[src/rtl/core/nsp_pkg.sv]
// Shared types, constants and helpers of the NMEA sentence parser.
// Depends on nothing; every other file of the block but nsp_in_if imports it.
`default_nettype none

package nsp_pkg;

	localparam int unsigned FIELD_INDEX_BITS_DEF = 6;
	localparam int unsigned QUEUE_DEPTH_DEF      = 2;

	localparam logic [7:0] CHAR_DOLLAR = 8'h24;
	localparam logic [7:0] CHAR_BANG   = 8'h21;
	localparam logic [7:0] CHAR_STAR   = 8'h2A;
	localparam logic [7:0] CHAR_COMMA  = 8'h2C;

	localparam logic [23:0] TYPE_VDM = 24'h56444D;
	localparam logic [23:0] TYPE_VDO = 24'h56444F;

	localparam int unsigned MIN_LENGTH        = 6;
	localparam int unsigned MIN_AIS_FIELDS    = 7;
	localparam int unsigned AIS_PAYLOAD_FIELD = 5;

	localparam logic [1:0] REC_CHAR      = 2'd0;
	localparam logic [1:0] REC_FIELD_END = 2'd1;
	localparam logic [1:0] REC_VERDICT   = 2'd2;

	localparam logic [2:0] ST_VALID     = 3'd0;
	localparam logic [2:0] ST_SHORT     = 3'd1;
	localparam logic [2:0] ST_BAD_START = 3'd2;
	localparam logic [2:0] ST_NO_STAR   = 3'd3;
	localparam logic [2:0] ST_NOT_HEX   = 3'd4;
	localparam logic [2:0] ST_MISMATCH  = 3'd5;

	localparam logic [1:0] CLS_STANDARD = 2'd0;
	localparam logic [1:0] CLS_AIS      = 2'd1;
	localparam logic [1:0] CLS_OTHER    = 2'd2;

	// one classified byte as it travels from the front end to the back end
	typedef struct packed {
		logic [7:0] data_byte;
		logic       last;
		logic       is_star;
		logic       is_comma;
		logic       is_bang;
		logic       start_ok;
		logic       hex_ok;
		logic [3:0] hex_val;
	} beat_t;

	function automatic beat_t classify(input logic [7:0] b, input logic fin);
		beat_t r;
		r.data_byte = b;
		r.last      = fin;
		r.is_star   = (b == CHAR_STAR);
		r.is_comma  = (b == CHAR_COMMA);
		r.is_bang   = (b == CHAR_BANG);
		r.start_ok  = (b == CHAR_DOLLAR) || (b == CHAR_BANG);
		r.hex_ok    = 1'b1;
		r.hex_val   = 4'd0;
		if (b >= 8'h30 && b <= 8'h39) begin
			r.hex_val = 4'(b - 8'h30);
		end else if (b >= 8'h41 && b <= 8'h46) begin
			r.hex_val = 4'(b - 8'h37);
		end else if (b >= 8'h61 && b <= 8'h66) begin
			r.hex_val = 4'(b - 8'h57);
		end else begin
			r.hex_ok = 1'b0;
		end
		return r;
	endfunction

endpackage

`default_nettype wire

[src/rtl/core/nsp_in_if.sv]
// Byte channel into the parser: valid/ready handshake with one sentence byte.
// Depends on nothing.
`default_nettype none

interface nsp_in_if;
	logic       valid;
	logic       ready;
	logic [7:0] data_byte;
	logic       last;

	modport source (output valid, output data_byte, output last, input ready);
	modport sink   (input valid, input data_byte, input last, output ready);
endinterface

`default_nettype wire

[src/rtl/core/nsp_out_if.sv]
// Record channel out of the parser: valid/ready handshake with one record.
// Depends on nsp_pkg for the default field index width.
`default_nettype none

interface nsp_out_if
	import nsp_pkg::*;
#(
	parameter int unsigned FIELD_INDEX_BITS = FIELD_INDEX_BITS_DEF
);
	logic                        valid;
	logic                        ready;
	logic [1:0]                  record_kind;
	logic [FIELD_INDEX_BITS-1:0] field_index;
	logic [7:0]                  char_byte;
	logic                        in_ais_payload;
	logic [2:0]                  status;
	logic [1:0]                  sentence_class;
	logic [15:0]                 talker_word;
	logic [23:0]                 type_word;
	logic [FIELD_INDEX_BITS-1:0] field_count;
	logic [7:0]                  checksum_computed;

	modport source (
		output valid, output record_kind, output field_index, output char_byte,
		output in_ais_payload, output status, output sentence_class, output talker_word,
		output type_word, output field_count, output checksum_computed,
		input ready
	);
	modport sink (
		input valid, input record_kind, input field_index, input char_byte,
		input in_ais_payload, input status, input sentence_class, input talker_word,
		input type_word, input field_count, input checksum_computed,
		output ready
	);
endinterface

`default_nettype wire

[src/rtl/core/nsp_front.sv]
// Front end: takes sentence bytes, classifies them and registers one beat.
// Depends on nsp_pkg and nsp_in_if.
`default_nettype none

module nsp_front
	import nsp_pkg::*;
(
	input  wire logic clk,
	input  wire logic arst_n,
	nsp_in_if.sink    sentence,
	output beat_t     beat,
	output logic      beat_valid,
	input  wire logic beat_ready
);

	logic  v_s1;
	beat_t beat_s1;
	logic  advance;

	assign advance        = !v_s1 || beat_ready;
	assign sentence.ready = advance;
	assign beat_valid     = v_s1;
	assign beat           = beat_s1;

	always_ff @(posedge clk or negedge arst_n) begin
		if (!arst_n) begin
			v_s1 <= 1'b0;
		end else if (advance) begin
			v_s1 <= sentence.valid;
		end
	end

	always_ff @(posedge clk) begin
		if (advance && sentence.valid) begin
			beat_s1 <= classify(sentence.data_byte, sentence.last);
		end
	end

endmodule

`default_nettype wire

[src/rtl/core/nsp_queue.sv]
// Short queue of classified beats between front end and back end.
// Depends on nsp_pkg for the beat type.
`default_nettype none

module nsp_queue
	import nsp_pkg::*;
#(
	parameter int unsigned DEPTH = QUEUE_DEPTH_DEF  // 2 or more
)(
	input  wire logic  clk,
	input  wire logic  arst_n,
	input  wire beat_t wr_beat,
	input  wire logic  wr_valid,
	output logic       wr_ready,
	output beat_t      rd_beat,
	output logic       rd_valid,
	input  wire logic  rd_ready
);

	localparam int unsigned PTR_W = $clog2(DEPTH);
	localparam int unsigned CNT_W = $clog2(DEPTH + 1);

	beat_t            mem_q [DEPTH];
	logic [PTR_W-1:0] wr_ptr_q;
	logic [PTR_W-1:0] rd_ptr_q;
	logic [CNT_W-1:0] count_q;
	logic             push;
	logic             pop;

	assign wr_ready = (count_q != CNT_W'(DEPTH));
	assign rd_valid = (count_q != '0);
	assign rd_beat  = mem_q[rd_ptr_q];
	assign push     = wr_valid && wr_ready;
	assign pop      = rd_valid && rd_ready;

	always_ff @(posedge clk or negedge arst_n) begin
		if (!arst_n) begin
			wr_ptr_q <= '0;
			rd_ptr_q <= '0;
			count_q  <= '0;
		end else begin
			if (push) begin
				wr_ptr_q <= (wr_ptr_q == PTR_W'(DEPTH - 1)) ? '0 : wr_ptr_q + 1'b1;
			end
			if (pop) begin
				rd_ptr_q <= (rd_ptr_q == PTR_W'(DEPTH - 1)) ? '0 : rd_ptr_q + 1'b1;
			end
			if (push && !pop) begin
				count_q <= count_q + 1'b1;
			end else if (pop && !push) begin
				count_q <= count_q - 1'b1;
			end
		end
	end

	always_ff @(posedge clk) begin
		if (push) begin
			mem_q[wr_ptr_q] <= wr_beat;
		end
	end

endmodule

`default_nettype wire

[src/rtl/core/nsp_back.sv]
// Back end: sentence state, record generation and the output register.
// Depends on nsp_pkg and nsp_out_if.
`default_nettype none

module nsp_back
	import nsp_pkg::*;
#(
	parameter int unsigned FIELD_INDEX_BITS = FIELD_INDEX_BITS_DEF
)(
	input  wire logic  clk,
	input  wire logic  arst_n,
	input  wire beat_t beat,
	input  wire logic  beat_valid,
	output logic       beat_ready,
	nsp_out_if.source  records
);

	localparam int unsigned W = FIELD_INDEX_BITS;
	localparam logic [W-1:0] FIELD_MAX = {W{1'b1}};

	typedef enum logic [1:0] {
		DIGIT_NONE,
		DIGIT_ONE,
		DIGIT_TWO,
		DIGIT_BAD
	} digit_t;

	// sentence state
	logic [2:0]   pos_q;
	logic         encap_q;
	logic         start_bad_q;
	logic [7:0]   xor_q;
	logic         star_q;
	logic [1:0]   bas_q;
	logic [7:0]   rc_q;
	digit_t       digit_q;
	logic [15:0]  talker_q;
	logic [23:0]  type_q;
	logic [W-1:0] fc_q;

	// output register
	logic         out_v_q;
	logic [1:0]   kind_q;
	logic [W-1:0] idx_q;
	logic [7:0]   char_q;
	logic         ais_q;
	logic [2:0]   status_q;
	logic [1:0]   class_q;
	logic [15:0]  talker_out_q;
	logic [23:0]  type_out_q;
	logic [W-1:0] count_out_q;
	logic [7:0]   xor_out_q;

	// next state
	logic [2:0]   pos_n;
	logic         encap_n;
	logic         start_bad_n;
	logic [7:0]   xor_n;
	logic         star_n;
	logic [1:0]   bas_n;
	logic [7:0]   rc_n;
	digit_t       digit_n;
	logic [15:0]  talker_n;
	logic [23:0]  type_n;
	logic [W-1:0] fc_n;

	logic         have_rec;
	logic [1:0]   rec_kind;
	logic         rec_ais;
	logic         vd_type;
	logic [W-1:0] count;
	logic [2:0]   verdict;
	logic [1:0]   cls;
	logic         pop;
	logic         emit;

	assign beat_ready = !out_v_q || records.ready;
	assign pop        = beat_valid && beat_ready;

	always_comb begin
		pos_n       = (pos_q == 3'd7) ? pos_q : pos_q + 3'd1;
		encap_n     = encap_q;
		start_bad_n = start_bad_q;
		xor_n       = xor_q;
		star_n      = star_q;
		bas_n       = bas_q;
		rc_n        = rc_q;
		digit_n     = digit_q;
		talker_n    = talker_q;
		type_n      = type_q;
		fc_n        = fc_q;
		have_rec    = 1'b0;
		rec_kind    = REC_CHAR;
		rec_ais     = 1'b0;

		// capture the header by position
		case (pos_q)
			3'd0: begin
				encap_n     = beat.is_bang;
				start_bad_n = !beat.start_ok;
			end
			3'd1: talker_n[15:8] = beat.data_byte;
			3'd2: talker_n[7:0]  = beat.data_byte;
			3'd3: type_n[23:16]  = beat.data_byte;
			3'd4: type_n[15:8]   = beat.data_byte;
			3'd5: type_n[7:0]    = beat.data_byte;
			default: ;
		endcase

		vd_type = (type_n == TYPE_VDM) || (type_n == TYPE_VDO);

		if (!star_q) begin
			if (beat.is_star) begin
				star_n = 1'b1;
			end else begin
				have_rec = 1'b1;
				if (beat.is_comma) begin
					rec_kind = REC_FIELD_END;
					if (fc_q != FIELD_MAX) begin
						fc_n = fc_q + 1'b1;
					end
				end else begin
					rec_ais = encap_n && (fc_q == W'(AIS_PAYLOAD_FIELD)) && vd_type;
				end
				if (pos_q != 3'd0) begin
					xor_n = xor_q ^ beat.data_byte;
				end
			end
		end else begin
			// checksum digits: first one sets the value, a second hex one extends it
			if (bas_q == 2'd0) begin
				if (beat.hex_ok) begin
					digit_n = DIGIT_ONE;
					rc_n    = {4'd0, beat.hex_val};
				end else begin
					digit_n = DIGIT_BAD;
				end
			end else if (bas_q == 2'd1 && digit_q == DIGIT_ONE && beat.hex_ok) begin
				rc_n    = {rc_q[3:0], beat.hex_val};
				digit_n = DIGIT_TWO;
			end
			if (bas_q != 2'd3) begin
				bas_n = bas_q + 2'd1;
			end
		end

		count = (fc_n == FIELD_MAX) ? FIELD_MAX : fc_n + 1'b1;

		if ({1'b0, pos_q} + 4'd1 < 4'(MIN_LENGTH)) begin
			verdict = ST_SHORT;
		end else if (start_bad_n) begin
			verdict = ST_BAD_START;
		end else if (!star_n || bas_n < 2'd2) begin
			verdict = ST_NO_STAR;
		end else if (digit_n == DIGIT_NONE || digit_n == DIGIT_BAD) begin
			verdict = ST_NOT_HEX;
		end else if (rc_n != xor_n) begin
			verdict = ST_MISMATCH;
		end else begin
			verdict = ST_VALID;
		end

		if (!encap_n) begin
			cls = CLS_STANDARD;
		end else if (vd_type && count >= W'(MIN_AIS_FIELDS)) begin
			cls = CLS_AIS;
		end else begin
			cls = CLS_OTHER;
		end

		emit = pop && (beat.last || have_rec);
	end

	always_ff @(posedge clk or negedge arst_n) begin
		if (!arst_n) begin
			pos_q       <= '0;
			encap_q     <= 1'b0;
			start_bad_q <= 1'b0;
			xor_q       <= '0;
			star_q      <= 1'b0;
			bas_q       <= '0;
			rc_q        <= '0;
			digit_q     <= DIGIT_NONE;
			talker_q    <= '0;
			type_q      <= '0;
			fc_q        <= '0;
			out_v_q     <= 1'b0;
		end else begin
			if (pop) begin
				if (beat.last) begin
					// sentence done: back to the idle state for the next one
					pos_q       <= '0;
					encap_q     <= 1'b0;
					start_bad_q <= 1'b0;
					xor_q       <= '0;
					star_q      <= 1'b0;
					bas_q       <= '0;
					rc_q        <= '0;
					digit_q     <= DIGIT_NONE;
					talker_q    <= '0;
					type_q      <= '0;
					fc_q        <= '0;
				end else begin
					pos_q       <= pos_n;
					encap_q     <= encap_n;
					start_bad_q <= start_bad_n;
					xor_q       <= xor_n;
					star_q      <= star_n;
					bas_q       <= bas_n;
					rc_q        <= rc_n;
					digit_q     <= digit_n;
					talker_q    <= talker_n;
					type_q      <= type_n;
					fc_q        <= fc_n;
				end
			end
			if (emit) begin
				out_v_q <= 1'b1;
			end else if (records.ready) begin
				out_v_q <= 1'b0;
			end
		end
	end

	always_ff @(posedge clk) begin
		if (emit) begin
			if (beat.last) begin
				kind_q       <= REC_VERDICT;
				idx_q        <= '0;
				char_q       <= '0;
				ais_q        <= 1'b0;
				status_q     <= verdict;
				class_q      <= cls;
				talker_out_q <= talker_n;
				type_out_q   <= type_n;
				count_out_q  <= count;
				xor_out_q    <= xor_n;
			end else begin
				kind_q       <= rec_kind;
				idx_q        <= fc_q;
				char_q       <= beat.data_byte;
				ais_q        <= rec_ais;
				status_q     <= ST_VALID;
				class_q      <= CLS_STANDARD;
				talker_out_q <= '0;
				type_out_q   <= '0;
				count_out_q  <= '0;
				xor_out_q    <= '0;
			end
		end
	end

	assign records.valid             = out_v_q;
	assign records.record_kind       = kind_q;
	assign records.field_index       = idx_q;
	assign records.char_byte         = char_q;
	assign records.in_ais_payload    = ais_q;
	assign records.status            = status_q;
	assign records.sentence_class    = class_q;
	assign records.talker_word       = talker_out_q;
	assign records.type_word         = type_out_q;
	assign records.field_count       = count_out_q;
	assign records.checksum_computed = xor_out_q;

endmodule

`default_nettype wire

[src/rtl/core/nmea_sentence_parser_unit.sv]
// NMEA 0183 sentence parser: one byte per beat in, one record per beat out.
// Throughput: one byte per cycle while records.ready stays high; back-pressure from the sink stalls the input.
// The byte of a record passes the front register, a queue entry, then the back-end output
// register before the record is presented, and is held there while the output is stalled.
// Reset: arst_n clears all sentence state and empties the queue; no clearing pass.
// Depends on nsp_pkg, nsp_in_if, nsp_out_if, nsp_front, nsp_queue and nsp_back.
`default_nettype none

module nmea_sentence_parser_unit
	import nsp_pkg::*;
#(
	parameter int unsigned FIELD_INDEX_BITS = FIELD_INDEX_BITS_DEF,  // 4 to 8
	parameter int unsigned QUEUE_DEPTH      = QUEUE_DEPTH_DEF         // 2 or more
)(
	input  wire logic clk,
	input  wire logic arst_n,
	nsp_in_if.sink    sentence,
	nsp_out_if.source records
);

	beat_t front_beat;
	logic  front_valid;
	logic  front_ready;
	beat_t queue_beat;
	logic  queue_valid;
	logic  queue_ready;

	nsp_front u_front (
		.clk        (clk),
		.arst_n     (arst_n),
		.sentence   (sentence),
		.beat       (front_beat),
		.beat_valid (front_valid),
		.beat_ready (front_ready)
	);

	nsp_queue #(
		.DEPTH (QUEUE_DEPTH)
	) u_queue (
		.clk      (clk),
		.arst_n   (arst_n),
		.wr_beat  (front_beat),
		.wr_valid (front_valid),
		.wr_ready (front_ready),
		.rd_beat  (queue_beat),
		.rd_valid (queue_valid),
		.rd_ready (queue_ready)
	);

	nsp_back #(
		.FIELD_INDEX_BITS (FIELD_INDEX_BITS)
	) u_back (
		.clk        (clk),
		.arst_n     (arst_n),
		.beat       (queue_beat),
		.beat_valid (queue_valid),
		.beat_ready (queue_ready),
		.records    (records)
	);

	// a full queue always has a beat to hand on
	a_full_has_data: assert property (@(posedge clk) disable iff (!arst_n)
		!front_ready |-> queue_valid)
		else $error("queue full but reports empty");

	a_ais_in_payload_field: assert property (@(posedge clk) disable iff (!arst_n)
		records.valid && records.in_ais_payload |->
			records.record_kind == REC_CHAR &&
			records.field_index == FIELD_INDEX_BITS'(AIS_PAYLOAD_FIELD))
		else $error("AIS payload flag outside field five");

	a_ais_class_fields: assert property (@(posedge clk) disable iff (!arst_n)
		records.valid && records.record_kind == REC_VERDICT &&
			records.sentence_class == CLS_AIS |->
			records.field_count >= FIELD_INDEX_BITS'(MIN_AIS_FIELDS))
		else $error("AIS class with too few fields");

	a_verdict_clean: assert property (@(posedge clk) disable iff (!arst_n)
		records.valid && records.record_kind == REC_VERDICT |->
			records.field_index == '0 && records.char_byte == '0)
		else $error("verdict carries character fields");

endmodule

`default_nettype wire

[src/flat_wrapper.sv]
// flat-port wrapper written by rule: the top's interface ports become plain ports
module nmea_sentence_parser_unit_flat import nsp_pkg::*;
#(
	parameter int unsigned FIELD_INDEX_BITS = FIELD_INDEX_BITS_DEF,           
	parameter int unsigned QUEUE_DEPTH      = QUEUE_DEPTH_DEF                     
)
  (clk, arst_n, sentence_valid, sentence_data_byte, sentence_last, sentence_ready, records_valid, records_record_kind, records_field_index, records_char_byte, records_in_ais_payload, records_status, records_sentence_class, records_talker_word, records_type_word, records_field_count, records_checksum_computed, records_ready);
  nsp_in_if sentence_i ();
  nsp_out_if #(.FIELD_INDEX_BITS(FIELD_INDEX_BITS)) records_i ();
  input  wire logic clk;
  input  wire logic arst_n;
  input wire logic [$bits(sentence_i.valid)-1:0] sentence_valid;
  input wire logic [$bits(sentence_i.data_byte)-1:0] sentence_data_byte;
  input wire logic [$bits(sentence_i.last)-1:0] sentence_last;
  output wire logic [$bits(sentence_i.ready)-1:0] sentence_ready;
  output wire logic [$bits(records_i.valid)-1:0] records_valid;
  output wire logic [$bits(records_i.record_kind)-1:0] records_record_kind;
  output wire logic [$bits(records_i.field_index)-1:0] records_field_index;
  output wire logic [$bits(records_i.char_byte)-1:0] records_char_byte;
  output wire logic [$bits(records_i.in_ais_payload)-1:0] records_in_ais_payload;
  output wire logic [$bits(records_i.status)-1:0] records_status;
  output wire logic [$bits(records_i.sentence_class)-1:0] records_sentence_class;
  output wire logic [$bits(records_i.talker_word)-1:0] records_talker_word;
  output wire logic [$bits(records_i.type_word)-1:0] records_type_word;
  output wire logic [$bits(records_i.field_count)-1:0] records_field_count;
  output wire logic [$bits(records_i.checksum_computed)-1:0] records_checksum_computed;
  input wire logic [$bits(records_i.ready)-1:0] records_ready;
  assign sentence_i.valid = sentence_valid;
  assign sentence_i.data_byte = sentence_data_byte;
  assign sentence_i.last = sentence_last;
  assign sentence_ready = sentence_i.ready;
  assign records_valid = records_i.valid;
  assign records_record_kind = records_i.record_kind;
  assign records_field_index = records_i.field_index;
  assign records_char_byte = records_i.char_byte;
  assign records_in_ais_payload = records_i.in_ais_payload;
  assign records_status = records_i.status;
  assign records_sentence_class = records_i.sentence_class;
  assign records_talker_word = records_i.talker_word;
  assign records_type_word = records_i.type_word;
  assign records_field_count = records_i.field_count;
  assign records_checksum_computed = records_i.checksum_computed;
  assign records_i.ready = records_ready;
  nmea_sentence_parser_unit #(.FIELD_INDEX_BITS(FIELD_INDEX_BITS), .QUEUE_DEPTH(QUEUE_DEPTH)) u_core (.clk(clk), .arst_n(arst_n), .sentence(sentence_i), .records(records_i));
endmodule
[config.mk]
export PLATFORM = sky130hd
export DESIGN_NAME = nmea_sentence_parser_unit_flat
export DESIGN_NICKNAME = d
export VERILOG_FILES = /design/src/rtl/core/nsp_pkg.sv /design/src/rtl/core/nsp_in_if.sv /design/src/rtl/core/nsp_out_if.sv /design/src/rtl/core/nsp_front.sv /design/src/rtl/core/nsp_queue.sv /design/src/rtl/core/nsp_back.sv /design/src/rtl/core/nmea_sentence_parser_unit.sv /design/src/flat_wrapper.sv
export SDC_FILE = /design/constraint.sdc
export NUM_CORES = 1
export LEC_CHECK = 0
export ABC_AREA = 1
export BUFFER_PORTS_ARGS = -buffer_cell sky130_fd_sc_hd__buf_2
export CORE_MARGIN = 2
export CORE_UTILIZATION = 30
export DETAILED_ROUTE_END_ITERATION = 10
export PLACE_DENSITY_LB_ADDON = 0.25
export SLEW_MARGIN = 0
export SYNTH_ARGS = -nofsm -noshare
export SYNTH_HDL_FRONTEND = slang
export SYNTH_SLANG_ARGS = --single-unit
[constraint.sdc]
create_clock -name clk -period 6.23 [get_ports clk]
set_input_delay 0.3115 -clock clk [delete_from_list [all_inputs] [get_ports clk]]
set_output_delay 0.3115 -clock clk [all_outputs]
set_load 0.05 [all_outputs]
==> results of run 1 <==
==> area by class of cell <==
| class | count | area share |
|---|---|---|
| Clock buffer | 33 | 0.0639 |
| Clock inverter | 11 | 0.00712 |
| Inverter | 128 | 0.0449 |
| Multi-Input combinational cell | 538 | 0.253 |
| Sequential cell | 208 | 0.538 |
| Tap cell | 396 | 0.0455 |
| Timing Repair Buffer | 99 | 0.0483 |
==> flip-flops by register name, indices dropped and copies added, names as in the netlist, 6 cells and up <==
signal	cells
u_core.u_front.beat	18
u_core.u_queue.mem_q	36
u_core.u_back.records.type_word	24
u_core.u_back.xor_q	8
u_core.u_back.rc_q	8
u_core.u_back.records.checksum_computed	8
u_core.u_back.records.char_byte	8
u_core.u_back.records.field_index	6
u_core.u_back.type_q	24
u_core.u_back.talker_q	16
u_core.u_back.fc_q	6
u_core.u_back.records.talker_word	16
u_core.u_back.records.field_count	6
==> through the flow <==
step | hold slack [ps] | cell area (sq um) | setup slack [ps] | utilization
CTS | 2.09 | 10900 | 2860 | 0.358
detailed placement | 430 | 10100 | 2880 | 0.332
finish | -31.4 | 10900 | 2960 | 0.358
global placement | 426 | 10100 | 2940 | 0.332
floorplan | 15.9 | 9230 | 937 | -
global route | 6.34 | 10900 | 2610 | 0.358
==> metal layers <==
layer	routed length (um)	vias to the layer above	part of all wire
met3	865	35	0.041
met4	501	0	0.024
li1	-	3228	-
met1	9960	3009	0.47
met2	9780	145	0.46
met5	0	-	0
==> worst register-to-register path: cells and delay by family, from the launching register on <==
kind                   cells  cell delay [ps]
DFF                        1              640
and+or+nand+nor            2              130
buffers and inverters      4             1430
AOI/OAI and AO/OA          1              670
==> worst max-delay path by stage <==
stage | startpoint | endpoint | slack [ps] | cells after the start
final | u_core.u_queue.rd_ptr_q | u_core.u_back.records.type_word[6] | 2960 | 7
after global routing | u_core.u_queue.rd_ptr_q | u_core.u_back.records.type_word[6] | 2610 | 7
after CTS | u_core.u_queue.rd_ptr_q | u_core.u_back.records.type_word[10] | 2860 | 7
after detailed placement | u_core.u_queue.rd_ptr_q | u_core.u_back.records.type_word[5] | 2880 | 7
after global placement | u_core.u_queue.rd_ptr_q | u_core.u_back.records.type_word[9] | 2940 | 7
after floorplan | u_core.u_back.records.valid | u_core.u_back.records.char_byte[0] | 940 | 4
==> cells in the final DEF (no fill, tap or decap), types with 3 or more instances in the layout <==
master	count
inv_1	120
xor2_1	4
ha_1	15
buf_2	89
nor2_1	90
inv_2	3
nor3_1	3
buf_4	8
nand2_2	8
clkbuf_1	4
edfxtp_1	130
o21ai_0	57
clkbuf_16	25
clkbuf_8	4
nand4_1	7
dfrtp_1	78
nor2_2	3
o21ai_1	5
clkinv_2	5
clkinv_1	7
o21ai_2	5
nand3_1	34
a21oi_1	21
o21a_1	3
nand2_1	194
o22ai_1	65
==> logic make-up (layout without fill, tap and decap cells) <==
group           count (synthesis)  in the layout  share of synthesized area
fa+ha+maj                      15             15                     0.0203
flops                         208            208                      0.635
xor+xnor                        6              6                    0.00651
compound gates                162            162                      0.102
buf+inv                       160            271                     0.0687
simple gates                  353            353                      0.166
mux                             2              2                    0.00217
==> impl_metrics.ini, run 1 <==
[sta]
slew_violations = 0
fmax_mhz = 305
fin_crit_sh = 0.526
slew_headroom = 0.251
hold_viol = 9
worst_slew_pin_slew_ps = 1120
finalSetupViolations = 0
hold_slack_ps = -31.4
rsz0062_at_grt = false
fin_crit_ps = 3270
tns_ps = 0
skew_ps = 10.8

[yosys]
synth_area_per_cell_sq_um = 10.2
ys_top_cells_by_area = edfxtp_1 (42%), dfrtp_1 (21%), nand2_1 (7.9%)
synth_edf_count = 130
syn_nets = 934
synth_area_leader_cell = edfxtp_1
synthArstFlopShare = 0.375
yosysMostFrequentCell = nand2_1
synthCells = 906
synth_cell_types = 43
netlist.area_leader.share = 0.423
syn_area_sq_um = 9230
ys.flop_type = edfxtp_1
synth_seq_cells = 208
yosys-top-cells-count = nand2_1 (194), edfxtp_1 (130), inv_1 (122), nor2_1 (91), dfrtp_1 (78)
ys_seq_area_frac = 0.635
ys_warn_count = 0

[global_route]
use_met2 = 0.212
grt_pass1_wl_mm = 33.3
grtUsageMet3 = 0.0198
grt_util_all_layers = 0.132
grt_pass1_vias = 6077
antenna_found_initial = 0
use_met1 = 0.186
grt_overflow = 0
grt_start_max_net_pins = 79
busiest_layer = met2

[clock_network]
cts.htree.levels = 1
cts_buffers = 24
cts-hold-fix-buffers = 2
cts_tree = done
clock-root-buffer = clkbuf_16
cts_resized = 0
cts_setup_buffers = 0
clock_path_buffers = 3
clkSlewWorstSetupHoldPaths_ps = 60
clk_latency_ps = 510
cts_sinks = 208

[worst_hold_path]
min_path_type = primary input to asynchronous set/reset pin

[final_layout]
multi_input_area_sq_um = 2750
final_cells = 1413
fin_nets = 1027
syn_to_final_growth_pct = 18.0
register_area_sq_um = 5860
diodes = 0
nFillCells = 3028
drive_above_1_share = 0.166

[die]
placementRows = 64
die_h_um = 179
start_util = 0.303
die_w_um = 179
die_area_sq_um = 32200
io_pins = 91
core_sq_um = 30400

[worst_setup_path]
r2r_slack_ps = 2960
setup.worst_path.class = flip-flop to flip-flop
cp-end-kind = flip-flop
r2r_end = u_core.u_back.records.type_word[6]
crit_path_start_kind = flip-flop
crit_fanout = 54
crit_path_top_delay_cell = buf_4
cp.arrival_ps = 3410
slowest_delay_ps = 710
rr_startpoint = u_core.u_queue.rd_ptr_q
cp_num_buf_inv = 4
reg2reg_depth = 7
crit_chain = inv_6 -> nand2_1 -> nand2_1 -> buf_4 -> clkinv_1 -> a21oi_4 -> buf_4
cp.required_ps = 6370
cp_top_family = buffers and inverters

[routing]
wirelength_mm = 21.1
antenna_left = 0
detail_route.wl_per_cell_um = 14.9
drt_iter0_markers = 501
vias = 6417
vias_per_cell = 4.54
drt-pass1-iter-count = 5
drc_errors = 0

[outcome]
violations = hold timing
status = finished with violations

[place]
hpwlAfterDp_mm = 14.1
io_buffers = 90
dp.cells = 1367
place_congestion = 0.822

[job]
cap_violations = 0
Power of run 1 is left out: the tool's default activity adds up to more than one toggle a clock period on the data nets, which glitch-free logic cannot reach.
==> inputs of run 2 (changes only) <==
- ABC_AREA: 1 -> 0
- clock period: 6.23 -> 3.15 ns (I/O delays scaled with it)
==> run 2 against run 1 <==
  * The flow now finishes without violations
  * Critical endpoint is now u_core.u_back.records.sentence_class[0]
  * Count of clock-buffer cells in the layout is 3 lower
  * Non-clock buffer count grew 38
  * Area after synthesis rose by 1.7%
  * Synthesized cell count shrank 16%
  * Critical path depth up 3
  * Register-to-register slack worse by 2700 ps
  * Sequential share of layout area decreased by 2.3 points
  * Worst hold slack gained 250 ps
==> impl_metrics.ini, run 2 <==
[outcome]
status = completed

[clock_network]
cts_sinks = 208
clock-root-buffer = clkbuf_16
cts_tree = done
cts_buffers = 25
clkSlewWorstSetupHoldPaths_ps = 60
cts.htree.levels = 1
cts_setup_buffers = 0
clock_path_buffers = 3
clk_latency_ps = 530

[yosys]
syn_area_sq_um = 9390
ys_warn_count = 0
syn_nets = 788
ys_top_cells_by_area = edfxtp_1 (42%), dfrtp_1 (21%), nor2_1 (3.4%)
synthArstFlopShare = 0.375
ys_seq_area_frac = 0.624
yosys-top-cells-count = edfxtp_1 (130), nor2_1 (85), dfrtp_1 (78), nand2_1 (69), o21ai_0 (59)
synth_seq_cells = 208
synth_cell_types = 69
netlist.area_leader.share = 0.416
ys.flop_type = edfxtp_1
yosysMostFrequentCell = edfxtp_1
synth_edf_count = 130
synth_area_per_cell_sq_um = 12.3
synth_area_leader_cell = edfxtp_1
synthCells = 760

[worst_setup_path]
cp_num_buf_inv = 0
reg2reg_depth = 10
crit_fanout = 6
crit_path_top_delay_cell = or4b_4
slowest_delay_ps = 620
rr_startpoint = u_core.u_queue.rd_ptr_q
crit_path_start_kind = flip-flop
cp-end-kind = flip-flop
cp_top_family = simple AND/OR/NAND/NOR gates
r2r_slack_ps = 260
crit_chain = or4b_4 -> a22oi_4 -> xor2_2 -> ha_1 -> nand2b_1 -> mux2i_1 -> maj3_2 -> o211ai_1 -> a21oi_2 -> nor2b_4
setup.worst_path.class = flip-flop to flip-flop
cp.arrival_ps = 3180
r2r_end = u_core.u_back.records.sentence_class[0]
cp.required_ps = 3440

[place]
io_buffers = 90
place_congestion = 0.838
hpwlAfterDp_mm = 15.6

[global_route]
grt_pass1_wl_mm = 36.7
grt_util_all_layers = 0.142
grt_start_max_net_pins = 65
antenna_found_initial = 0
grt_pass1_vias = 6338
grt_overflow = 0

[power_and_ir_drop]
cellLeakagePower_nw = 4.41
ir_drop_v = 0.000503
power_density_nw_per_um2 = 1200
finalPower_mw = 13.7

[final_layout]
fin_nets = 910
diodes = 0
mostFrequentLayoutCells = edfxtp_1 (130), buf_2 (89), nor2_1 (85), dfrtp_1 (78), nand2_1 (69)
largest_register_ffs = 36
drive_above_1_share = 0.224
nFillCells = 2993
syn_to_final_growth_pct = 21.2
top_register = u_core.u_queue.mem_q
layout_commonest_cell = edfxtp_1

[sta]
skew_ps = 19.8
hold_viol = 0
tns_ps = 0
fin_crit_ps = 2890
slew_headroom = 0.357
slew_violations = 0
finalSetupViolations = 0
fmax_mhz = 346
worst_slew_pin_slew_ps = 952
rsz0062_at_grt = false
fin_crit_sh = 0.919
hold_slack_ps = 214

[routing]
antenna_left = 0
vias_per_cell = 4.88
detail_route.wl_per_cell_um = 18.0
drt-pass1-iter-count = 5
vias = 6326
wirelength_mm = 23.3
drt_iter0_markers = 403
drc_errors = 0

[worst_hold_path]
min_path_type = primary input to asynchronous set/reset pin

[die]
die_area_sq_um = 32700
die_w_um = 181
core_sq_um = 30700
start_util = 0.306
die_h_um = 181
io_pins = 91
placementRows = 64

[job]
cap_violations = 0
## run 2: changes by cell type after synthesis, moves of 12 or more
cell,previous run,this run
mux2i_1,2,14
xnor2_1,1,19
a22o_1,0,29
mux2_2,0,14
nand2b_1,0,14
o22ai_1,65,5
nand3_1,34,7
nand2_1,194,69
inv_1,122,17
a211oi_1,0,32
## run 2: final cells by class
| cell class | count | area (sq um) | share of cell area |
|---|---|---|---|
| Tap cell | 396 | 495 | 0.0435 |
| Clock inverter | 16 | 138 | 0.0121 |
| Multi-Input combinational cell | 493 | 3290 | 0.289 |
| Timing Repair Buffer | 137 | 873 | 0.0768 |
| Clock buffer | 30 | 654 | 0.0575 |
| Sequential cell | 208 | 5860 | 0.515 |
| Inverter | 17 | 67.6 | 0.00594 |
## run 2: what timing repair did
| item | CTS | global route |
|---|---|---|
| hold endpoints to repair | 60 | 0 |
| hold buffers | 12 | 0 |
| endpoints found under the setup margin | 0 | 1 |
| resized for setup | 0 | 1 |
## run 2: worst max path at each step
stage / depth (start not counted) / startpoint / slack [ps] / end
after floorplan: 9 / u_core.u_queue.rd_ptr_q / 10 / u_core.u_back.records.char_byte[0]
after global placement: 10 / u_core.u_queue.rd_ptr_q / 260 / u_core.u_back.records.sentence_class[0]
after detailed placement: 10 / u_core.u_queue.rd_ptr_q / 230 / u_core.u_back.records.sentence_class[0]
after CTS: 10 / u_core.u_queue.rd_ptr_q / 230 / u_core.u_back.records.sentence_class[0]
after global routing: 8 / u_core.u_queue.rd_ptr_q / 1 / u_core.u_back.records.status[2]
final: 10 / u_core.u_queue.rd_ptr_q / 260 / u_core.u_back.records.sentence_class[0]
## run 2: per-stage QoR
stage          utilization  area [sq um]  instances  setup WS [ps]
2_1_floorplan            -          9400        760           10.2
4_1_cts              0.371         11400       1297            225
3_3_place_gp         0.341         10500       1239            263
5_1_grt              0.371         11400       1297           1.42
3_5_place_dp         0.341         10500       1239            228
6_report             0.371         11400       1297            256
## run 2: where the power goes
group | leakage, nW | total, mW | switching, mW | internal [mW]
Clock | 0.380 | 2.79 | 1.15 | 1.64
Sequential | 2.32 | 4.64 | 0.437 | 4.20
Combinational | 1.70 | 6.28 | 4.59 | 1.69
## run 2: cell families after synthesis
group | after synthesis | synth area share
AND/OR/NAND/NOR | 235 | 0.123
flip-flops | 208 | 0.624
AO/OA/AOI/OAI | 181 | 0.133
buffers and inverters | 59 | 0.0277
multiplexers | 37 | 0.0476
XOR/XNOR | 24 | 0.0232
adder cells (fa/ha/maj) | 16 | 0.0212
## run 2: routing by layer
| layer | vias to the layer above | track usage | part of all wire |
|---|---|---|---|
| li1 | 3044 | - | - |
| met4 | 0 | 0.0329 | 0.016 |
| met2 | 137 | 0.226 | 0.45 |
| met1 | 3116 | 0.202 | 0.49 |
| met5 | - | 0 | 0 |
| met3 | 29 | 0.0216 | 0.045 |
Power figures use the tool's default switching activity.
